**src/hw/rtl/ir_pulse_distance_tx_32bit_unit_defines.svh**
```systemverilog
// Assertion macros for the infrared transmitter. The checks are compiled out when SYNTH is set.
`ifndef IR_PULSE_DISTANCE_TX_32BIT_UNIT_DEFINES_SVH
`define IR_PULSE_DISTANCE_TX_32BIT_UNIT_DEFINES_SVH

`ifndef SYNTH
// The property must hold at every clock edge outside reset.
`define IRPDTX_ASSERT(lbl, clk, rst_n, prop, msg) \
  lbl: assert property (@(posedge clk) disable iff (!rst_n) (prop)) else $error(msg);
// When the antecedent holds, the consequent must hold in the next cycle.
`define IRPDTX_ASSERT_NEXT(lbl, clk, rst_n, ante, cons, msg) \
  lbl: assert property (@(posedge clk) disable iff (!rst_n) (ante) |=> (cons)) else $error(msg);
`else
`define IRPDTX_ASSERT(lbl, clk, rst_n, prop, msg)
`define IRPDTX_ASSERT_NEXT(lbl, clk, rst_n, ante, cons, msg)
`endif

`endif

```
**src/hw/rtl/irpdtx_pkg.sv**
```systemverilog
`timescale 1ns / 1ps

package irpdtx_pkg;

  // Frame sequencer phases.
  typedef enum logic [2:0] {
    PH_IDLE    = 3'd0,
    PH_HBURST  = 3'd1,
    PH_HSPACE  = 3'd2,
    PH_BBURST  = 3'd3,
    PH_BSPACE  = 3'd4,
    PH_TRAILER = 3'd5
  } phase_t;

  // Kind of request once the front end has decoded it.
  typedef enum logic {
    ITEM_TICK  = 1'b0,
    ITEM_START = 1'b1
  } item_kind_t;

  // One queued request: its kind and, for a start, the assembled 32-bit frame.
  typedef struct packed {
    item_kind_t  kind;
    logic [31:0] frame;
  } item_t;

  // Front end to queue.
  typedef struct packed {
    logic  valid;
    item_t item;
  } q_push_t;

  // Queue head offered to the back end.
  typedef struct packed {
    logic  valid;
    item_t item;
  } q_head_t;

  // Configuration register indexes.
  localparam logic [2:0] CFG_CARRIER_HIGH  = 3'd0;
  localparam logic [2:0] CFG_CARRIER_LOW   = 3'd1;
  localparam logic [2:0] CFG_HEADER_BURST  = 3'd2;
  localparam logic [2:0] CFG_HEADER_SPACE  = 3'd3;
  localparam logic [2:0] CFG_BIT_BURST     = 3'd4;
  localparam logic [2:0] CFG_ONE_SPACE     = 3'd5;
  localparam logic [2:0] CFG_ZERO_SPACE    = 3'd6;

  // Reset values of the configuration registers.
  localparam logic [7:0]  RST_CARRIER_HIGH = 8'd8;
  localparam logic [7:0]  RST_CARRIER_LOW  = 8'd17;
  localparam logic [9:0]  RST_HEADER_BURST = 10'd344;
  localparam logic [13:0] RST_HEADER_SPACE = 14'd4700;
  localparam logic [7:0]  RST_BIT_BURST    = 8'd21;
  localparam logic [13:0] RST_ONE_SPACE    = 14'd1665;
  localparam logic [13:0] RST_ZERO_SPACE   = 14'd665;

  // Bit position of the last frame bit plus one; reaching it starts the trailer.
  localparam logic [5:0] FRAME_BITS = 6'd32;

endpackage

```
**src/hw/rtl/irpdtx_ifs.sv**
```systemverilog
`timescale 1ns / 1ps

// Request channel: one tick or start request per transfer.
interface irpdtx_in_if;
  logic       valid;
  logic       ready;
  logic       action;
  logic [7:0] first_byte;
  logic [7:0] second_byte;
  logic [7:0] command_byte;

  modport source (output valid, action, first_byte, second_byte, command_byte, input ready);
  modport sink   (input valid, action, first_byte, second_byte, command_byte, output ready);
endinterface

// Result channel: one result per request.
interface irpdtx_out_if;
  logic valid;
  logic ready;
  logic ir_level;
  logic busy_res;
  logic rejected;
  logic frame_done;

  modport source (output valid, ir_level, busy_res, rejected, frame_done, input ready);
  modport sink   (input valid, ir_level, busy_res, rejected, frame_done, output ready);
endinterface

// Configuration write channel.
interface irpdtx_cfg_if;
  logic        valid;
  logic        ready;
  logic [2:0]  addr;
  logic [13:0] data;

  modport source (output valid, addr, data, input ready);
  modport sink   (input valid, addr, data, output ready);
endinterface

```
**src/hw/rtl/irpdtx_front.sv**
```systemverilog
`timescale 1ns / 1ps

module irpdtx_front
  import irpdtx_pkg::*;
(
  irpdtx_in_if.sink in_ch,
  input  logic      q_full,
  output q_push_t   push
);

  // Accept whenever the queue has room; decode the request and assemble the frame word.
  assign in_ch.ready = !q_full;

  always_comb begin
    push.valid      = in_ch.valid && in_ch.ready;
    push.item.kind  = in_ch.action ? ITEM_START : ITEM_TICK;
    push.item.frame = {in_ch.first_byte, in_ch.second_byte,
                       in_ch.command_byte, ~in_ch.command_byte};
  end

endmodule

```
**src/hw/rtl/irpdtx_fifo.sv**
```systemverilog
`timescale 1ns / 1ps

module irpdtx_fifo
  import irpdtx_pkg::*;
#(
  parameter int DEPTH = 4
) (
  input  logic    clk,
  input  logic    rst_n,
  input  q_push_t push,
  output logic    full,
  output q_head_t head,
  input  logic    pop
);

  localparam int PTR_W = (DEPTH > 1) ? $clog2(DEPTH) : 1;
  localparam int CNT_W = $clog2(DEPTH + 1);
  localparam logic [PTR_W-1:0] LAST = PTR_W'(DEPTH - 1);
  localparam logic [CNT_W-1:0] FULL_CNT = CNT_W'(DEPTH);

  item_t            store [DEPTH];
  logic [PTR_W-1:0] wr_ptr_r, wr_ptr_nxt;
  logic [PTR_W-1:0] rd_ptr_r, rd_ptr_nxt;
  logic [CNT_W-1:0] count_r, count_nxt;
  logic             do_push, do_pop;

  assign full      = (count_r == FULL_CNT);
  assign head.valid = (count_r != '0);
  assign head.item  = store[rd_ptr_r];

  assign do_push = push.valid && !full;
  assign do_pop  = pop && head.valid;

  always_comb begin
    wr_ptr_nxt = wr_ptr_r;
    rd_ptr_nxt = rd_ptr_r;
    count_nxt  = count_r;
    if (do_push) begin
      wr_ptr_nxt = (wr_ptr_r == LAST) ? '0 : wr_ptr_r + PTR_W'(1);
    end
    if (do_pop) begin
      rd_ptr_nxt = (rd_ptr_r == LAST) ? '0 : rd_ptr_r + PTR_W'(1);
    end
    if (do_push && !do_pop) begin
      count_nxt = count_r + CNT_W'(1);
    end else if (do_pop && !do_push) begin
      count_nxt = count_r - CNT_W'(1);
    end
  end

  always_ff @(posedge clk) begin
    if (!rst_n) begin
      wr_ptr_r <= '0;
      rd_ptr_r <= '0;
      count_r  <= '0;
    end else begin
      wr_ptr_r <= wr_ptr_nxt;
      rd_ptr_r <= rd_ptr_nxt;
      count_r  <= count_nxt;
    end
  end

  always_ff @(posedge clk) begin
    if (do_push) begin
      store[wr_ptr_r] <= push.item;
    end
  end

endmodule

```
**src/hw/rtl/irpdtx_back.sv**
```systemverilog
`timescale 1ns / 1ps
`include "ir_pulse_distance_tx_32bit_unit_defines.svh"

module irpdtx_back
  import irpdtx_pkg::*;
(
  input  logic          clk,
  input  logic          rst_n,
  input  q_head_t       head,
  output logic          pop,
  irpdtx_cfg_if.sink    cfg_ch,
  irpdtx_out_if.source  out_ch
);

  // Configuration registers.
  logic [7:0]  cfg_high_r, cfg_low_r, cfg_bit_per_r;
  logic [9:0]  cfg_hdr_per_r;
  logic [13:0] cfg_hdr_space_r, cfg_one_space_r, cfg_zero_space_r;

  // Sequencer state.
  phase_t      phase_r, phase_nxt;
  logic [31:0] frame_r, frame_nxt;
  logic [5:0]  bit_idx_r, bit_idx_nxt;
  logic [7:0]  ctick_r, ctick_nxt;
  logic [9:0]  bpc_r, bpc_nxt;
  logic [13:0] space_r, space_nxt;
  logic        low_half_r, low_half_nxt;

  // Output register.
  logic        out_valid_r;
  logic        level_r, busy_r, rej_r, done_r;
  logic        level_c, busy_c, rej_c, done_c;

  // Shared burst and space arithmetic.
  logic [7:0]  half_lim;
  logic [8:0]  ctick_inc;
  logic        half_end;
  logic [9:0]  periods, per_lim;
  logic [10:0] bpc_inc;
  logic        per_end, burst_end;
  logic        cur_bit;
  logic [13:0] bit_space_lim;
  logic [14:0] space_inc;
  logic [5:0]  bit_inc;
  phase_t      after_bit;
  logic        is_start, is_burst;

  assign pop      = head.valid && (!out_valid_r || out_ch.ready);
  assign is_start = (head.item.kind == ITEM_START);
  assign is_burst = (phase_r == PH_HBURST) || (phase_r == PH_BBURST) || (phase_r == PH_TRAILER);

  always_comb begin
    if (low_half_r) begin
      half_lim = (cfg_low_r == '0) ? 8'd1 : cfg_low_r;
    end else begin
      half_lim = (cfg_high_r == '0) ? 8'd1 : cfg_high_r;
    end
    ctick_inc     = {1'b0, ctick_r} + 9'd1;
    half_end      = (ctick_inc >= {1'b0, half_lim});
    periods       = (phase_r == PH_HBURST) ? cfg_hdr_per_r : {2'b00, cfg_bit_per_r};
    per_lim       = (periods == '0) ? 10'd1 : periods;
    bpc_inc       = {1'b0, bpc_r} + 11'd1;
    per_end       = (bpc_inc >= {1'b0, per_lim});
    burst_end     = half_end && low_half_r && per_end;
    cur_bit       = frame_r[5'd31 - bit_idx_r[4:0]];
    bit_space_lim = cur_bit ? cfg_one_space_r : cfg_zero_space_r;
    space_inc     = {1'b0, space_r} + 15'd1;
    bit_inc       = bit_idx_r + 6'd1;
    after_bit     = (bit_inc >= FRAME_BITS) ? PH_TRAILER : PH_BBURST;
  end

  // Next state of the sequencer.
  always_comb begin
    phase_nxt    = phase_r;
    frame_nxt    = frame_r;
    bit_idx_nxt  = bit_idx_r;
    ctick_nxt    = ctick_r;
    bpc_nxt      = bpc_r;
    space_nxt    = space_r;
    low_half_nxt = low_half_r;
    if (pop) begin
      if (is_start) begin
        if (phase_r == PH_IDLE) begin
          frame_nxt    = head.item.frame;
          bit_idx_nxt  = '0;
          space_nxt    = '0;
          ctick_nxt    = '0;
          bpc_nxt      = '0;
          low_half_nxt = 1'b0;
          phase_nxt    = PH_HBURST;
        end
      end else begin
        // Carrier timing is common to every burst; a burst end leaves the counters cleared.
        if (is_burst) begin
          if (!half_end) begin
            ctick_nxt = ctick_inc[7:0];
          end else begin
            ctick_nxt = '0;
            if (!low_half_r) begin
              low_half_nxt = 1'b1;
            end else begin
              low_half_nxt = 1'b0;
              bpc_nxt      = per_end ? '0 : bpc_inc[9:0];
            end
          end
        end
        unique case (phase_r)
          PH_IDLE: begin
          end
          PH_HBURST: begin
            if (burst_end) begin
              bit_idx_nxt = '0;
              space_nxt   = '0;
              phase_nxt   = (cfg_hdr_space_r == '0) ? PH_BBURST : PH_HSPACE;
            end
          end
          PH_HSPACE: begin
            if (space_inc >= {1'b0, cfg_hdr_space_r}) begin
              space_nxt    = '0;
              ctick_nxt    = '0;
              bpc_nxt      = '0;
              low_half_nxt = 1'b0;
              phase_nxt    = PH_BBURST;
            end else begin
              space_nxt = space_inc[13:0];
            end
          end
          PH_BBURST: begin
            if (burst_end) begin
              space_nxt = '0;
              if (bit_space_lim == '0) begin
                bit_idx_nxt = bit_inc;
                phase_nxt   = after_bit;
              end else begin
                phase_nxt = PH_BSPACE;
              end
            end
          end
          PH_BSPACE: begin
            if (space_inc >= {1'b0, bit_space_lim}) begin
              space_nxt    = '0;
              ctick_nxt    = '0;
              bpc_nxt      = '0;
              low_half_nxt = 1'b0;
              bit_idx_nxt  = bit_inc;
              phase_nxt    = after_bit;
            end else begin
              space_nxt = space_inc[13:0];
            end
          end
          PH_TRAILER: begin
            if (burst_end) begin
              bit_idx_nxt = '0;
              phase_nxt   = PH_IDLE;
            end
          end
          default: begin
            phase_nxt = PH_IDLE;
          end
        endcase
      end
    end
  end

  // Result fields of the request now leaving the queue.
  always_comb begin
    level_c = 1'b1;
    busy_c  = 1'b0;
    rej_c   = 1'b0;
    done_c  = 1'b0;
    if (is_start) begin
      busy_c = 1'b1;
      rej_c  = (phase_r != PH_IDLE);
    end else begin
      unique case (phase_r)
        PH_IDLE: begin
        end
        PH_HBURST, PH_BBURST: begin
          busy_c  = 1'b1;
          level_c = !low_half_r;
        end
        PH_TRAILER: begin
          busy_c  = 1'b1;
          level_c = !low_half_r;
          done_c  = burst_end;
        end
        PH_HSPACE, PH_BSPACE: begin
          busy_c = 1'b1;
        end
        default: begin
        end
      endcase
    end
  end

  always_ff @(posedge clk) begin
    if (!rst_n) begin
      phase_r    <= PH_IDLE;
      bit_idx_r  <= '0;
      ctick_r    <= '0;
      bpc_r      <= '0;
      space_r    <= '0;
      low_half_r <= 1'b0;
    end else begin
      phase_r    <= phase_nxt;
      bit_idx_r  <= bit_idx_nxt;
      ctick_r    <= ctick_nxt;
      bpc_r      <= bpc_nxt;
      space_r    <= space_nxt;
      low_half_r <= low_half_nxt;
    end
  end

  always_ff @(posedge clk) begin
    frame_r <= frame_nxt;
  end

  // Output register.
  always_ff @(posedge clk) begin
    if (!rst_n) begin
      out_valid_r <= 1'b0;
    end else if (pop) begin
      out_valid_r <= 1'b1;
    end else if (out_ch.ready) begin
      out_valid_r <= 1'b0;
    end
  end

  always_ff @(posedge clk) begin
    if (pop) begin
      level_r <= level_c;
      busy_r  <= busy_c;
      rej_r   <= rej_c;
      done_r  <= done_c;
    end
  end

  assign out_ch.valid      = out_valid_r;
  assign out_ch.ir_level   = level_r;
  assign out_ch.busy_res   = busy_r;
  assign out_ch.rejected   = rej_r;
  assign out_ch.frame_done = done_r;

  // Configuration writes.
  assign cfg_ch.ready = 1'b1;

  always_ff @(posedge clk) begin
    if (!rst_n) begin
      cfg_high_r       <= RST_CARRIER_HIGH;
      cfg_low_r        <= RST_CARRIER_LOW;
      cfg_hdr_per_r    <= RST_HEADER_BURST;
      cfg_hdr_space_r  <= RST_HEADER_SPACE;
      cfg_bit_per_r    <= RST_BIT_BURST;
      cfg_one_space_r  <= RST_ONE_SPACE;
      cfg_zero_space_r <= RST_ZERO_SPACE;
    end else if (cfg_ch.valid) begin
      unique case (cfg_ch.addr)
        CFG_CARRIER_HIGH: cfg_high_r       <= cfg_ch.data[7:0];
        CFG_CARRIER_LOW:  cfg_low_r        <= cfg_ch.data[7:0];
        CFG_HEADER_BURST: cfg_hdr_per_r    <= cfg_ch.data[9:0];
        CFG_HEADER_SPACE: cfg_hdr_space_r  <= cfg_ch.data;
        CFG_BIT_BURST:    cfg_bit_per_r    <= cfg_ch.data[7:0];
        CFG_ONE_SPACE:    cfg_one_space_r  <= cfg_ch.data;
        CFG_ZERO_SPACE:   cfg_zero_space_r <= cfg_ch.data;
        default: begin
        end
      endcase
    end
  end

  `IRPDTX_ASSERT_NEXT(a_done_to_idle, clk, rst_n, pop && done_c, phase_r == PH_IDLE, "frame end did not return to idle")
  `IRPDTX_ASSERT(a_idle_clean, clk, rst_n, (phase_r != PH_IDLE) || (!low_half_r && ctick_r == '0 && bpc_r == '0), "carrier counters not cleared in idle")
  `IRPDTX_ASSERT(a_trailer_index, clk, rst_n, (phase_r != PH_TRAILER) || (bit_idx_r == FRAME_BITS), "trailer entered before all bits were sent")

endmodule

```
**src/hw/rtl/ir_pulse_distance_tx_32bit_unit.sv**
```systemverilog
`timescale 1ns / 1ps
// Pulse-distance infrared transmitter for 32-bit frames, driven by microsecond tick requests.
// in_ch carries one request per transfer: a tick (action 0) advances the waveform by one
// microsecond, a start (action 1) loads both address bytes and the command byte and begins a
// frame, or is rejected when a frame is already under way. Every request yields exactly one
// result on out_ch: the pin level for that tick, busy, rejected and frame-done flags.
// cfg_ch writes the seven timing registers by index; it is always ready and should only be
// used while no frame is being sent and all results have been collected.
// An accepted request is written into the queue; the sequencer takes it from the queue head and
// its result is held in the output register. One request is taken every cycle for as long as
// results are collected, since the sequencer updates all of its counters at once for each tick.
// When the receiver stalls, the result is held in the output register and new requests fill
// the queue between front end and sequencer; in_ch.ready falls only once the queue is full.
// Reset (rst_n low at a clock edge) empties the queue and the output register, returns the
// sequencer to idle and restores the timing registers to their default values.
module ir_pulse_distance_tx_32bit_unit
  import irpdtx_pkg::*;
#(
  parameter int QUEUE_DEPTH = 4
) (
  input  logic         clk,
  input  logic         rst_n,
  irpdtx_in_if.sink    in_ch,
  irpdtx_out_if.source out_ch,
  irpdtx_cfg_if.sink   cfg_ch
);

  q_push_t q_push;
  q_head_t q_head;
  logic    q_full;
  logic    q_pop;

  // Front end: decodes requests and builds the frame word.
  irpdtx_front u_front (
    .in_ch  (in_ch),
    .q_full (q_full),
    .push   (q_push)
  );

  // Short queue so that the request side and the result side stall independently.
  irpdtx_fifo #(
    .DEPTH (QUEUE_DEPTH)
  ) u_fifo (
    .clk   (clk),
    .rst_n (rst_n),
    .push  (q_push),
    .full  (q_full),
    .head  (q_head),
    .pop   (q_pop)
  );

  // Back end: frame sequencer, timing registers and output register.
  irpdtx_back u_back (
    .clk    (clk),
    .rst_n  (rst_n),
    .head   (q_head),
    .pop    (q_pop),
    .cfg_ch (cfg_ch),
    .out_ch (out_ch)
  );

endmodule
```
**src/flat_wrapper.sv**
```systemverilog
// flat-port wrapper written by rule: the top's interface ports become plain ports
module ir_pulse_distance_tx_32bit_unit_flat import irpdtx_pkg::*;
#(
  parameter int QUEUE_DEPTH = 4
)
  (clk, rst_n, in_ch_valid, in_ch_action, in_ch_first_byte, in_ch_second_byte, in_ch_command_byte, in_ch_ready, out_ch_valid, out_ch_ir_level, out_ch_busy_res, out_ch_rejected, out_ch_frame_done, out_ch_ready, cfg_ch_valid, cfg_ch_addr, cfg_ch_data, cfg_ch_ready);
  irpdtx_in_if in_ch_i ();
  irpdtx_out_if out_ch_i ();
  irpdtx_cfg_if cfg_ch_i ();
  input  logic clk;
  input  logic rst_n;
  input wire logic [$bits(in_ch_i.valid)-1:0] in_ch_valid;
  input wire logic [$bits(in_ch_i.action)-1:0] in_ch_action;
  input wire logic [$bits(in_ch_i.first_byte)-1:0] in_ch_first_byte;
  input wire logic [$bits(in_ch_i.second_byte)-1:0] in_ch_second_byte;
  input wire logic [$bits(in_ch_i.command_byte)-1:0] in_ch_command_byte;
  output wire logic [$bits(in_ch_i.ready)-1:0] in_ch_ready;
  output wire logic [$bits(out_ch_i.valid)-1:0] out_ch_valid;
  output wire logic [$bits(out_ch_i.ir_level)-1:0] out_ch_ir_level;
  output wire logic [$bits(out_ch_i.busy_res)-1:0] out_ch_busy_res;
  output wire logic [$bits(out_ch_i.rejected)-1:0] out_ch_rejected;
  output wire logic [$bits(out_ch_i.frame_done)-1:0] out_ch_frame_done;
  input wire logic [$bits(out_ch_i.ready)-1:0] out_ch_ready;
  input wire logic [$bits(cfg_ch_i.valid)-1:0] cfg_ch_valid;
  input wire logic [$bits(cfg_ch_i.addr)-1:0] cfg_ch_addr;
  input wire logic [$bits(cfg_ch_i.data)-1:0] cfg_ch_data;
  output wire logic [$bits(cfg_ch_i.ready)-1:0] cfg_ch_ready;
  assign in_ch_i.valid = in_ch_valid;
  assign in_ch_i.action = in_ch_action;
  assign in_ch_i.first_byte = in_ch_first_byte;
  assign in_ch_i.second_byte = in_ch_second_byte;
  assign in_ch_i.command_byte = in_ch_command_byte;
  assign in_ch_ready = in_ch_i.ready;
  assign out_ch_valid = out_ch_i.valid;
  assign out_ch_ir_level = out_ch_i.ir_level;
  assign out_ch_busy_res = out_ch_i.busy_res;
  assign out_ch_rejected = out_ch_i.rejected;
  assign out_ch_frame_done = out_ch_i.frame_done;
  assign out_ch_i.ready = out_ch_ready;
  assign cfg_ch_i.valid = cfg_ch_valid;
  assign cfg_ch_i.addr = cfg_ch_addr;
  assign cfg_ch_i.data = cfg_ch_data;
  assign cfg_ch_ready = cfg_ch_i.ready;
  ir_pulse_distance_tx_32bit_unit #(.QUEUE_DEPTH(QUEUE_DEPTH)) u_core (.clk(clk), .rst_n(rst_n), .in_ch(in_ch_i), .out_ch(out_ch_i), .cfg_ch(cfg_ch_i));
endmodule
```
**config.mk**
```make
export PLATFORM = sky130hd
export DESIGN_NAME = ir_pulse_distance_tx_32bit_unit_flat
export DESIGN_NICKNAME = d
export VERILOG_FILES = /design/src/hw/rtl/irpdtx_pkg.sv /design/src/hw/rtl/irpdtx_ifs.sv /design/src/hw/rtl/irpdtx_front.sv /design/src/hw/rtl/irpdtx_fifo.sv /design/src/hw/rtl/irpdtx_back.sv /design/src/hw/rtl/ir_pulse_distance_tx_32bit_unit.sv /design/src/flat_wrapper.sv
export VERILOG_INCLUDE_DIRS = /design/src /design/src/hw/rtl
export SDC_FILE = /design/constraint.sdc
export NUM_CORES = 1
export LEC_CHECK = 0
export BUFFER_PORTS_ARGS = -buffer_cell sky130_fd_sc_hd__buf_2
export CORE_MARGIN = 5
export CORE_UTILIZATION = 35
export DETAILED_ROUTE_END_ITERATION = 10
export PLACE_DENSITY = 0.59
export SLEW_MARGIN = 20
export SYNTH_ARGS = -nofsm -noshare
export SYNTH_HDL_FRONTEND = slang
export SYNTH_HIERARCHICAL = 1
export SYNTH_SLANG_ARGS = --single-unit
```
**constraint.sdc**
```tcl
create_clock -name clk -period 6 [get_ports clk]
set_input_delay 1.2 -clock clk [delete_from_list [all_inputs] [get_ports clk]]
set_output_delay 1.2 -clock clk [all_outputs]
set_load 0.005 [all_outputs]
```
==> results.ini, run 1 <==
[global_routing]
grt_pass1_wl_um=50200
track_usage=0.139
grt_pass1_vias=9073
antenna_found_initial=1
overflow=0
grt_max_degree=78

[synthesis]
synth_top_area_frac=0.364
ys_top_cells_by_area=edfxtp_1, dfxtp_1, mux4_2
synth_top_area_cell=edfxtp_1
synth_enable_flop_cells=168
syn_inst=1216
synthArstFlopShare=0
synth_area_um2=13900
yosys_warnings=6
ys_ff_latch=296
avgSynthCellArea_um2=11.4
ys.flop_type=edfxtp_1
yosysSeqAreaShare=0.549
ys_types=66
synth_nets=1321

[setup_path]
critPathKind=flip-flop to flip-flop
worst_path_most_repeated_cell=o21ai_0
r2r-start=u_core/u_back/phase_r[0]
rr_worst_depth=15
reg2reg_to=u_core/u_back/space_r[2]
slowest_stage=nor2_1
cp-end-kind=flip-flop
max_stage_delay_ns=0.85
worstPathCellList=nand2b_1 -> nor2_1 -> mux2i_1 -> nand4_1 -> o21ai_0 -> ha_1 -> nor2b_1 -> o21ai_0 -> a21oi_1 -> o21ai_0 -> a41oi_1 -> nor2_1 -> buf_4 -> nand4b_1 -> a21oi_1
r2r_slack_ns=1.05
crit_family=simple AND/OR/NAND/NOR gates
crit_path_start_kind=flip-flop
required_ns=6.50
timing.critical_path.buf_inv=1
crit_fanout=15
cp.arrival_ns=5.44

[power]
switching_power_mw=1.59
cellPowerDensity_nw_per_um2=365
p_leak_nw=5.49
ir_worst_vdd_uv=241
p_sw_frac=0.282
p_int_mw=4.05
clkPwrFrac=0.341
p_comb_frac=0.204
p_seq_frac=0.455

[clock_tree]
cts_inserted_buffers=31
cts_root_buf=clkbuf_16
cts_hold_buf=0
htreeDepth=1
clock-sinks=296
clockBufferDepth=3
worstSkewPairLatency_ns=0.58
cts_tree=built
clk_pin_slew_ns=0.07
cts_resized=0
cts_setup_buffers=0

[timing]
setup_ws_ns=1.05
worst_pin_slew_ns=1.06
slew-limit-headroom=0.293
fin_setup_tns_ns=0
finalCritPeriodShare=0.825
period_needed_ns=4.95
max_freq_mhz=202
report.final.hold_viol_count=0
grt_setup_unrepaired=no
slew_viol_final=0
skew_ns=0.0128
setup_violations=0

[drt]
drc_errors=0
first_pass_iters=7
viasPerCell=5.18
ant_nets=0
wire_per_inst_um=17.4
vias=9226
wl_um=30900
drtIter0Drc=632

[outcome]
outcome=finished clean

[finish]
syn2layout_area_growth_pct=11.2
final_common_cell=nand2_1
fin_nets=1337
antenna_cells=0
mostFrequentLayoutCells=nand2_1, edfxtp_1, dfxtp_1
fin_util=0.391
drive_gt1_frac=0.127

[die]
die_y_um=209
start_util=0.351
die_w_um=209
design.core.area_um2=39500
pin_count=54
num_rows=73
dieArea_um2=43700

[place]
dp_slack_ns=1.16
gp_congestion=0.845
dp_hpwl_um=20500
numPortBuffers=52

[hold_path]
hold_end=u_core/u_back/cfg_bit_per_r[3]
min-delay-start=u_core/u_back/cfg_bit_per_r[3]
whs_path_depth=2
min_path_type=flip-flop to flip-flop

[run]
max-cap-violations=0

layout make-up:
cell class,instances,area (um^2)
Inverter,42,158
Clock buffer,37,838
Tap cell,525,657
Clock inverter,19,191
Fill cell,3816,24000
Sequential cell,296,7610
Multi-Input combinational cell,801,5640
Timing Repair Buffer,60,320
routing by layer:
| layer | share of wire | wire, um | GRT usage |
|---|---|---|---|
| met1 | 0.47 | 14600 | 0.197 |
| met2 | 0.46 | 14300 | 0.226 |
| met3 | 0.043 | 1340 | 0.0237 |
| met4 | 0.022 | 675 | 0.0313 |
| met5 | 0.00023 | 7 | 0 |
through the flow:
stage | hold slack, ns | cells | power (mW) | instance area [um^2]
2_1_floorplan | 0.436 | 1216 | 3.47 | 13900
3_3_place_gp | 0.443 | 1724 | 3.75 | 14400
3_5_place_dp | 0.452 | 1724 | 3.77 | 14400
4_1_cts | 0.461 | 1780 | 5.71 | 15400
5_1_grt | 0.488 | 1780 | 5.92 | 15400
6_report | 0.459 | 1780 | 5.63 | 15400
power by group through the flow:
stage	combinational (mW)	clock, mW	sequential (mW)
after CTS	1.16	1.98	2.57
final	1.15	1.92	2.57
after global routing	1.27	2.07	2.59
after floorplan	0.906	0	2.56
after global placement	1.14	0	2.61
after detailed placement	1.16	0	2.62
how the worst max path moves through the flow:
stage,cells after the start,end,slack (ns),from
after global placement,13,u_core/u_back/space_r[11],1.25,u_core/u_back/bit_idx_r[2]
final,15,u_core/u_back/space_r[2],1.05,u_core/u_back/phase_r[0]
after global routing,15,u_core/u_back/space_r[2],0.62,u_core/u_back/phase_r[0]
after floorplan,16,u_core/u_back/bit_idx_r[1],1.75,u_core/u_back/bit_idx_r[2]
after CTS,13,u_core/u_back/space_r[1],1.12,u_core/u_back/bit_idx_r[2]
after detailed placement,13,u_core/u_back/space_r[11],1.16,u_core/u_back/bit_idx_r[2]
cell usage after synthesis, drive strengths merged (2+ instances only):
master   instances
a211oi          12
a21o            11
a21oi           91
a2bb2oi         11
a31oi            4
a41oi            2
and2            12
and3            12
buf             43
clkbuf          34
dfxtp          128
edfxtp         168
ha              57
inv             41
mux2             2
mux2i           42
mux4            41
nand2          209
nand2b           9
nand3           65
nand3b           3
nand4           22
nand4b           4
nor2            36
nor2b            8
nor3            12
nor3b            2
nor4            16
o2111ai          5
o211ai          12
o21a             4
o21ai           35
o221ai           2
o22ai            5
o31ai            4
or3              7
or3b             2
xnor2           19
xor2            11
tightest hold or removal path: cells and delay by family (launching register included):
family | cells | cell delay (ns)
flops | 1 | 0.31
simple gates | 1 | 0.05
compound gates | 1 | 0.05
flip-flops by register name (all words and copies together), names as in the netlist, 3 cells and up, named ones only:
signal	flops
u_core/u_back/bit_idx_r	6
u_core/u_back/bpc_r	10
u_core/u_back/cfg_bit_per_r	8
u_core/u_back/cfg_hdr_per_r	10
u_core/u_back/cfg_hdr_space_r	14
u_core/u_back/cfg_high_r	8
u_core/u_back/cfg_low_r	8
u_core/u_back/cfg_one_space_r	14
u_core/u_back/cfg_zero_space_r	14
u_core/u_back/ctick_r	8
u_core/u_back/frame_r	32
u_core/u_back/phase_r	3
u_core/u_back/space_r	14
u_core/u_fifo/count_r	3
u_core/u_fifo/store	132
kinds of logic (layout without fill, tap and decap cells):
| kind of cell | count (synthesis) | after routing | share of synthesized area |
|---|---|---|---|
| muxes | 85 | 85 | 0.100 |
| DFF | 296 | 296 | 0.549 |
| adders and majority gates | 58 | 58 | 0.0529 |
| buffers and inverters | 119 | 158 | 0.0449 |
| and+or+nand+nor | 421 | 421 | 0.143 |
| AOI/OAI and AO/OA | 206 | 206 | 0.0907 |
| xor gates and xnor gates | 30 | 30 | 0.0190 |
| other | 1 | 1 | 0.000271 |
Note: power is estimated with default switching activity, not from simulation.
==> inputs of run 2 (changes only) <==
clock period = 4.9 ns   (was 6 ns; I/O delays follow)
==> results.ini, run 2 (same netlist as run 1, synthesis figures left out) <==
[outcome]
outcome=finished clean  ; unchanged

[drt]
top_layer=met5  ; unchanged
wl_um=31300  ; was 30900 um
wl_met3_um=1640  ; was 1340 um
drtIter0Drc=622  ; was 632
met2_length_um=14600  ; was 14300 um
met1_length_um=14400  ; was 14600 um
viasPerCell=5.19  ; was 5.18
drc_errors=0  ; unchanged
ant_nets=0  ; unchanged
vias=9299  ; was 9226
wire_per_inst_um=17.4  ; about the same
first_pass_iters=5  ; was 7

[finish]
mostFrequentLayoutCells=nand2_1, edfxtp_1, dfxtp_1  ; unchanged
largest_register_ff_count=132  ; unchanged
fin_nets=1348  ; was 1337
drive_gt1_frac=0.140  ; was 0.127
top_register=u_core/u_fifo/store  ; unchanged
regArea_um2=7610  ; unchanged
final_common_cell=nand2_1  ; unchanged
multiInputGateArea_um2=5640  ; about the same
top_regs=u_core/u_fifo/store: 132 flops, u_core/u_back/frame_r: 32 flops  ; unchanged
fill_cells=3815  ; was 3816
syn2layout_area_growth_pct=12.1  ; was 11.2%
antenna_cells=0  ; unchanged

[timing]
slew_viol_final=0  ; unchanged
period_needed_ns=4.50  ; was 4.95 ns
finalCritPeriodShare=0.919  ; was 0.825
skew_ns=0.0115  ; was 0.0128 ns
setup_violations=0  ; unchanged
worst_pin_slew_ns=1.08  ; was 1.06 ns
slew-limit-headroom=0.277  ; was 0.293
grt_setup_unrepaired=no  ; unchanged
report.final.hold_viol_count=0  ; unchanged
max_freq_mhz=222  ; was 202 MHz
fin_setup_tns_ns=0  ; unchanged

[global_routing]
grt_pass1_wl_um=50500  ; was 50200 um
grt_max_degree=78  ; unchanged
track_usage=0.140  ; was 0.139
overflow=0  ; unchanged
grt_pass1_vias=9225  ; was 9073
antenna_found_initial=2  ; was 1

[power]
ir_worst_vdd_uv=332  ; was 241 uV
power_mw=7.01  ; was 5.63 mW
cellPowerDensity_nw_per_um2=451  ; was 365 nW/um^2
p_leak_nw=5.55  ; was 5.49 nW

[setup_path]
reg2reg_to=u_core/u_back/bit_idx_r[5]  ; was u_core/u_back/space_r[2]
crit_fanout=12  ; was 15
rr_worst_depth=15  ; unchanged
required_ns=5.40  ; was 6.50 ns
critPathKind=flip-flop to flip-flop  ; unchanged
cp-end-kind=flip-flop  ; unchanged
startpoint=u_core/u_back/bit_idx_r[2]  ; was u_core/u_back/phase_r[0]
crit_path_start_kind=flip-flop  ; unchanged
r2r-start=u_core/u_back/bit_idx_r[2]  ; was u_core/u_back/phase_r[0]
r2r_slack_ns=0.40  ; was 1.05 ns
cp.arrival_ns=5.01  ; was 5.44 ns

[hold_path]
whs_path_depth=2  ; unchanged
min-delay-start=u_core/u_back/cfg_hdr_per_r[2]  ; was u_core/u_back/cfg_bit_per_r[3]
min_path_type=flip-flop to flip-flop  ; unchanged
hold_end=u_core/u_back/cfg_hdr_per_r[2]  ; was u_core/u_back/cfg_bit_per_r[3]

[die]
die_y_um=209  ; unchanged
pin_count=54  ; unchanged
dieArea_um2=43700  ; unchanged
design.core.area_um2=39500  ; unchanged
num_rows=73  ; unchanged
die_w_um=209  ; unchanged
start_util=0.351  ; unchanged

[place]
gp_congestion=0.868  ; was 0.845
numPortBuffers=52  ; unchanged
dp_hpwl_um=20900  ; was 20500 um

[clock_tree]
cts_root_buf=clkbuf_16  ; unchanged
clockBufferDepth=3  ; unchanged
cts_tree=built  ; unchanged
cts_hold_buf=0  ; unchanged
cts_inserted_buffers=30  ; was 31
clock-sinks=296  ; unchanged
worstSkewPairLatency_ns=0.58  ; about the same
clk_pin_slew_ns=0.07  ; about the same
cts_setup_buffers=0  ; unchanged
htreeDepth=1  ; unchanged
cts_resized=0  ; unchanged

[run]
max-cap-violations=0  ; unchanged

-- run 2: cell types whose count changed in the layout (fill, tap and decap cells not counted), sizes merged --
cell,delta
clkinvlp,+5
buf,+12
clkinv,-4
bufinv,+1
clkbuf,-1
inv,-1
-- run 2: how the worst max path moves through the flow --
| stage | to | slack (ns) | cells after the start |
|---|---|---|---|
| 3_3_place_gp | u_core/u_back/bit_idx_r[5] | 0.52 | 15 |
| 6_report | u_core/u_back/bit_idx_r[5] | 0.40 | 15 |
| 3_5_place_dp | u_core/u_back/bit_idx_r[5] | 0.39 | 15 |
| 5_1_grt | u_core/u_back/bit_idx_r[5] | 0.02 | 15 |
| 4_1_cts | u_core/u_back/bit_idx_r[5] | 0.35 | 15 |
| 2_1_floorplan | u_core/u_back/bit_idx_r[1] | 0.65 | 16 |
-- run 2: power breakdown --
part	internal [mW]	switching, mW
clock network	1.42	1.00
registers	3.02	0.119
logic	0.599	0.856
-- run 2: routing by layer --
| layer | vias up | global-route usage |
|---|---|---|
| li1 | 4509 | - |
| met5 | - | 0 |
| met1 | 4497 | 0.195 |
| met3 | 47 | 0.0257 |
| met2 | 242 | 0.232 |
| met4 | 4 | 0.0268 |
-- run 2: stage by stage --
| step | setup slack, ns | instances | area, um^2 | hold WS, ns | util |
|---|---|---|---|---|---|
| floorplan | 0.655 | 1216 | 13900 | 0.436 | - |
| global placement | 0.521 | 1736 | 14500 | 0.456 | 0.367 |
| detailed placement | 0.389 | 1736 | 14500 | 0.454 | 0.367 |
| CTS | 0.347 | 1792 | 15500 | 0.465 | 0.394 |
| global route | 0.0234 | 1792 | 15500 | 0.492 | 0.394 |
| finish | 0.397 | 1792 | 15500 | 0.469 | 0.394 |
-- run 2: layout make-up --
cell class / instances / area share
repair buffers: 72 / 0.0264
flip-flops and latches: 296 / 0.490
multi-input cells: 801 / 0.363
well taps: 525 / 0.0423
inverters: 42 / 0.0101
clock inverters: 20 / 0.0156
clock buffers: 36 / 0.0531
-- run 2: critical path, stage by stage, from the launching register on --
cell and delay, ns:
dfxtp_1 0.66, mux4_1 0.61, mux2i_1 0.14, nand3b_1 0.13, nand4_4 0.22, buf_4 0.24, mux2i_1 0.10, ha_1 0.31
nand4_1 0.12, o21ai_0 0.18, or4bb_1 0.41, nand4_1 0.18, o2111ai_1 0.17, a311o_1 0.41, or3_1 0.39, a21oi_1 0.14
==> inputs of run 3 (changes only) <==
clock period = 4.24 ns   (was 4.9 ns; I/O delays follow)
==> results.ini, run 3 (same netlist as run 1, synthesis figures left out) <==
[outcome]
outcome=finished clean  ; unchanged

[power]
clkPwrFrac=0.328  ; was 0.345
power_mw=8.05  ; was 7.01 mW
cellPowerDensity_nw_per_um2=512  ; was 451 nW/um^2
p_seq_frac=0.450  ; was 0.447
p_sw_frac=0.284  ; was 0.282
switching_power_mw=2.28  ; was 1.97 mW
ir_worst_vdd_uv=373  ; was 332 uV
p_comb_frac=0.222  ; was 0.208
p_leak_nw=5.65  ; was 5.55 nW
p_int_mw=5.77  ; was 5.04 mW

[clock_tree]
cts_inserted_buffers=30  ; unchanged
clockBufferDepth=3  ; unchanged
htreeDepth=1  ; unchanged
cts_root_buf=clkbuf_16  ; unchanged
cts_hold_buf=0  ; unchanged
cts_tree=built  ; unchanged
clk_pin_slew_ns=0.06  ; was 0.07 ns
worstSkewPairLatency_ns=0.58  ; about the same
clock-sinks=296  ; unchanged

[global_routing]
grt_pass1_wl_um=49600  ; was 50500 um
overflow=0  ; unchanged
track_usage=0.139  ; was 0.140
antenna_found_initial=0  ; was 2
grt_max_degree=78  ; unchanged
grt_pass1_vias=9102  ; was 9225

[timing]
slew_viol_final=0  ; unchanged
worst_pin_slew_ns=1.07  ; was 1.08 ns
setup_violations=0  ; unchanged
skew_ns=0.0339  ; was 0.0115 ns
finalCritPeriodShare=0.986  ; was 0.919
slew-limit-headroom=0.281  ; was 0.277
max_freq_mhz=239  ; was 222 MHz
holdWs_ns=0.457  ; was 0.469 ns
grt_setup_unrepaired=yes  ; was no
period_needed_ns=4.18  ; was 4.50 ns
report.final.hold_viol_count=0  ; unchanged

[die]
die_y_um=209  ; unchanged
die_w_um=209  ; unchanged
pin_count=54  ; unchanged
dieArea_um2=43700  ; unchanged
num_rows=73  ; unchanged
design.core.area_um2=39500  ; unchanged
start_util=0.351  ; unchanged

[drt]
first_pass_iters=6  ; was 5
wire_per_inst_um=17.4  ; about the same
vias=9440  ; was 9299
wl_um=31400  ; was 31300 um
drtIter0Drc=759  ; was 622
ant_nets=0  ; unchanged
drc_errors=0  ; unchanged
viasPerCell=5.22  ; was 5.19

[setup_path]
timing.critical_path.buf_inv=2  ; was 1
worstPathCellList=buf_12 -> mux4_2 -> mux2i_2 -> nand3b_4 -> nand4_4 -> buf_12 -> mux2i_4 -> ha_2 -> o21a_1 -> nor2_1 -> or4bb_1 -> nand4_1 -> o2111ai_2 -> a311o_2 -> or3_1 -> a21oi_2  ; was mux4_1 -> mux2i_1 -> nand3b_1 -> nand4_4 -> buf_4 -> mux2i_1 -> ha_1 -> nand4_1 -> o21ai_0 -> or4bb_1 -> nand4_1 -> o2111ai_1 -> a311o_1 -> or3_1 -> a21oi_1
slowest_stage=mux4_2  ; was dfxtp_1
crit_fanout=8  ; was 12
cp.arrival_ns=4.69  ; was 5.01 ns
critPathKind=flip-flop to flip-flop  ; unchanged
crit_family=simple AND/OR/NAND/NOR gates  ; unchanged
required_ns=4.75  ; was 5.40 ns
crit_path_start_kind=flip-flop  ; unchanged
max_stage_delay_ns=0.50  ; was 0.66 ns
r2r-start=u_core/u_back/bit_idx_r[2]  ; unchanged
startpoint=u_core/u_back/bit_idx_r[2]  ; unchanged
cp-end-kind=flip-flop  ; unchanged
worst_path_most_repeated_cell=buf_12

[place]
numPortBuffers=52  ; unchanged
gp_congestion=0.863  ; was 0.868
dp_hpwl_um=20900  ; about the same

[hold_path]
min-delay-start=u_core/u_back/cfg_bit_per_r[3]  ; was u_core/u_back/cfg_hdr_per_r[2]
min_path_type=flip-flop to flip-flop  ; unchanged

[finish]
syn2layout_area_growth_pct=13.5  ; was 12.1%
drive_gt1_frac=0.162  ; was 0.140
mostFrequentLayoutCells=nand2_1, edfxtp_1, dfxtp_1  ; unchanged
final_common_cell=nand2_1  ; unchanged
fill_cells=3816  ; was 3815
fin_nets=1365  ; was 1348
largest_register_ff_count=132  ; unchanged
top_register=u_core/u_fifo/store  ; unchanged
antenna_cells=0  ; unchanged
top_regs=u_core/u_fifo/store: 132 flops, u_core/u_back/frame_r: 32 flops  ; unchanged

[run]
max-cap-violations=0  ; unchanged

## run 3: cell types whose count changed in the layout (fill, tap and decap cells not counted), sizes merged
| cell | previous run | this run |
|---|---|---|
| clkinvlp | 6 | 2 |
| buf | 72 | 88 |
| bufinv | 4 | 3 |
| clkbuf | 36 | 37 |
| clkinv | 11 | 15 |
| inv | 41 | 42 |
## run 3: worst min-delay path, stage by stage (launching register included)
cell and delay [ns]:
dfxtp_1 0.31, nand2_1 0.05, a21oi_1 0.05
## run 3: layout make-up
| class | count | area [um^2] | share of cell area |
|---|---|---|---|
| Clock buffer | 36 | 793 | 0.0504 |
| Clock inverter | 20 | 204 | 0.0130 |
| Inverter | 42 | 158 | 0.0100 |
| Multi-Input combinational cell | 801 | 5730 | 0.364 |
| Sequential cell | 296 | 7610 | 0.484 |
| Tap cell | 525 | 657 | 0.0417 |
| Timing Repair Buffer | 89 | 584 | 0.0371 |
## run 3: path summary, 6_finish.rpt
check / endpoint / slack, ns / cells after the start
max: u_core/u_back/bit_idx_r[1] / 0.06 / 16
min: u_core/u_back/cfg_bit_per_r[3] / 0.46 / 2
max reg2reg: u_core/u_back/bit_idx_r[1] / 0.06 / 16
min reg2reg: u_core/u_back/cfg_bit_per_r[3] / 0.46 / 2
## run 3: repair_timing
item / CTS / global route
resized for setup: 2 / 23
gates cloned: 0 / 1
buffers inserted: 0 / 7
endpoints found under the setup margin: 4 / 24
pin swaps: 0 / 17
## run 3: layer usage
metal	wire length [um]	global-route usage
met3	1610	0.0243
met4	544	0.0293
met5	0	0
met2	14700	0.224
met1	14500	0.198
## run 3: power groups by stage
stage	clock [mW]	sequential (mW)	combinational (mW)
detailed placement	0	3.69	1.73
global placement	0	3.68	1.71
floorplan	0	3.63	1.28
global route	2.84	3.66	1.97
finish	2.64	3.62	1.79
CTS	2.71	3.63	1.74
## run 3: through the flow
stage	utilization	instances	cell area, um^2	worst slack [ns]	TNS [ns]
final	0.399	1809	15700	0.0597	0
after global routing	0.399	1809	15700	-0.0997	-0.573
after CTS	0.395	1801	15600	0.0145	0
after detailed placement	0.369	1745	14600	-0.0901	-0.291
after global placement	0.369	1745	14600	0.0371	0
after floorplan	-	1216	13900	0.117	0
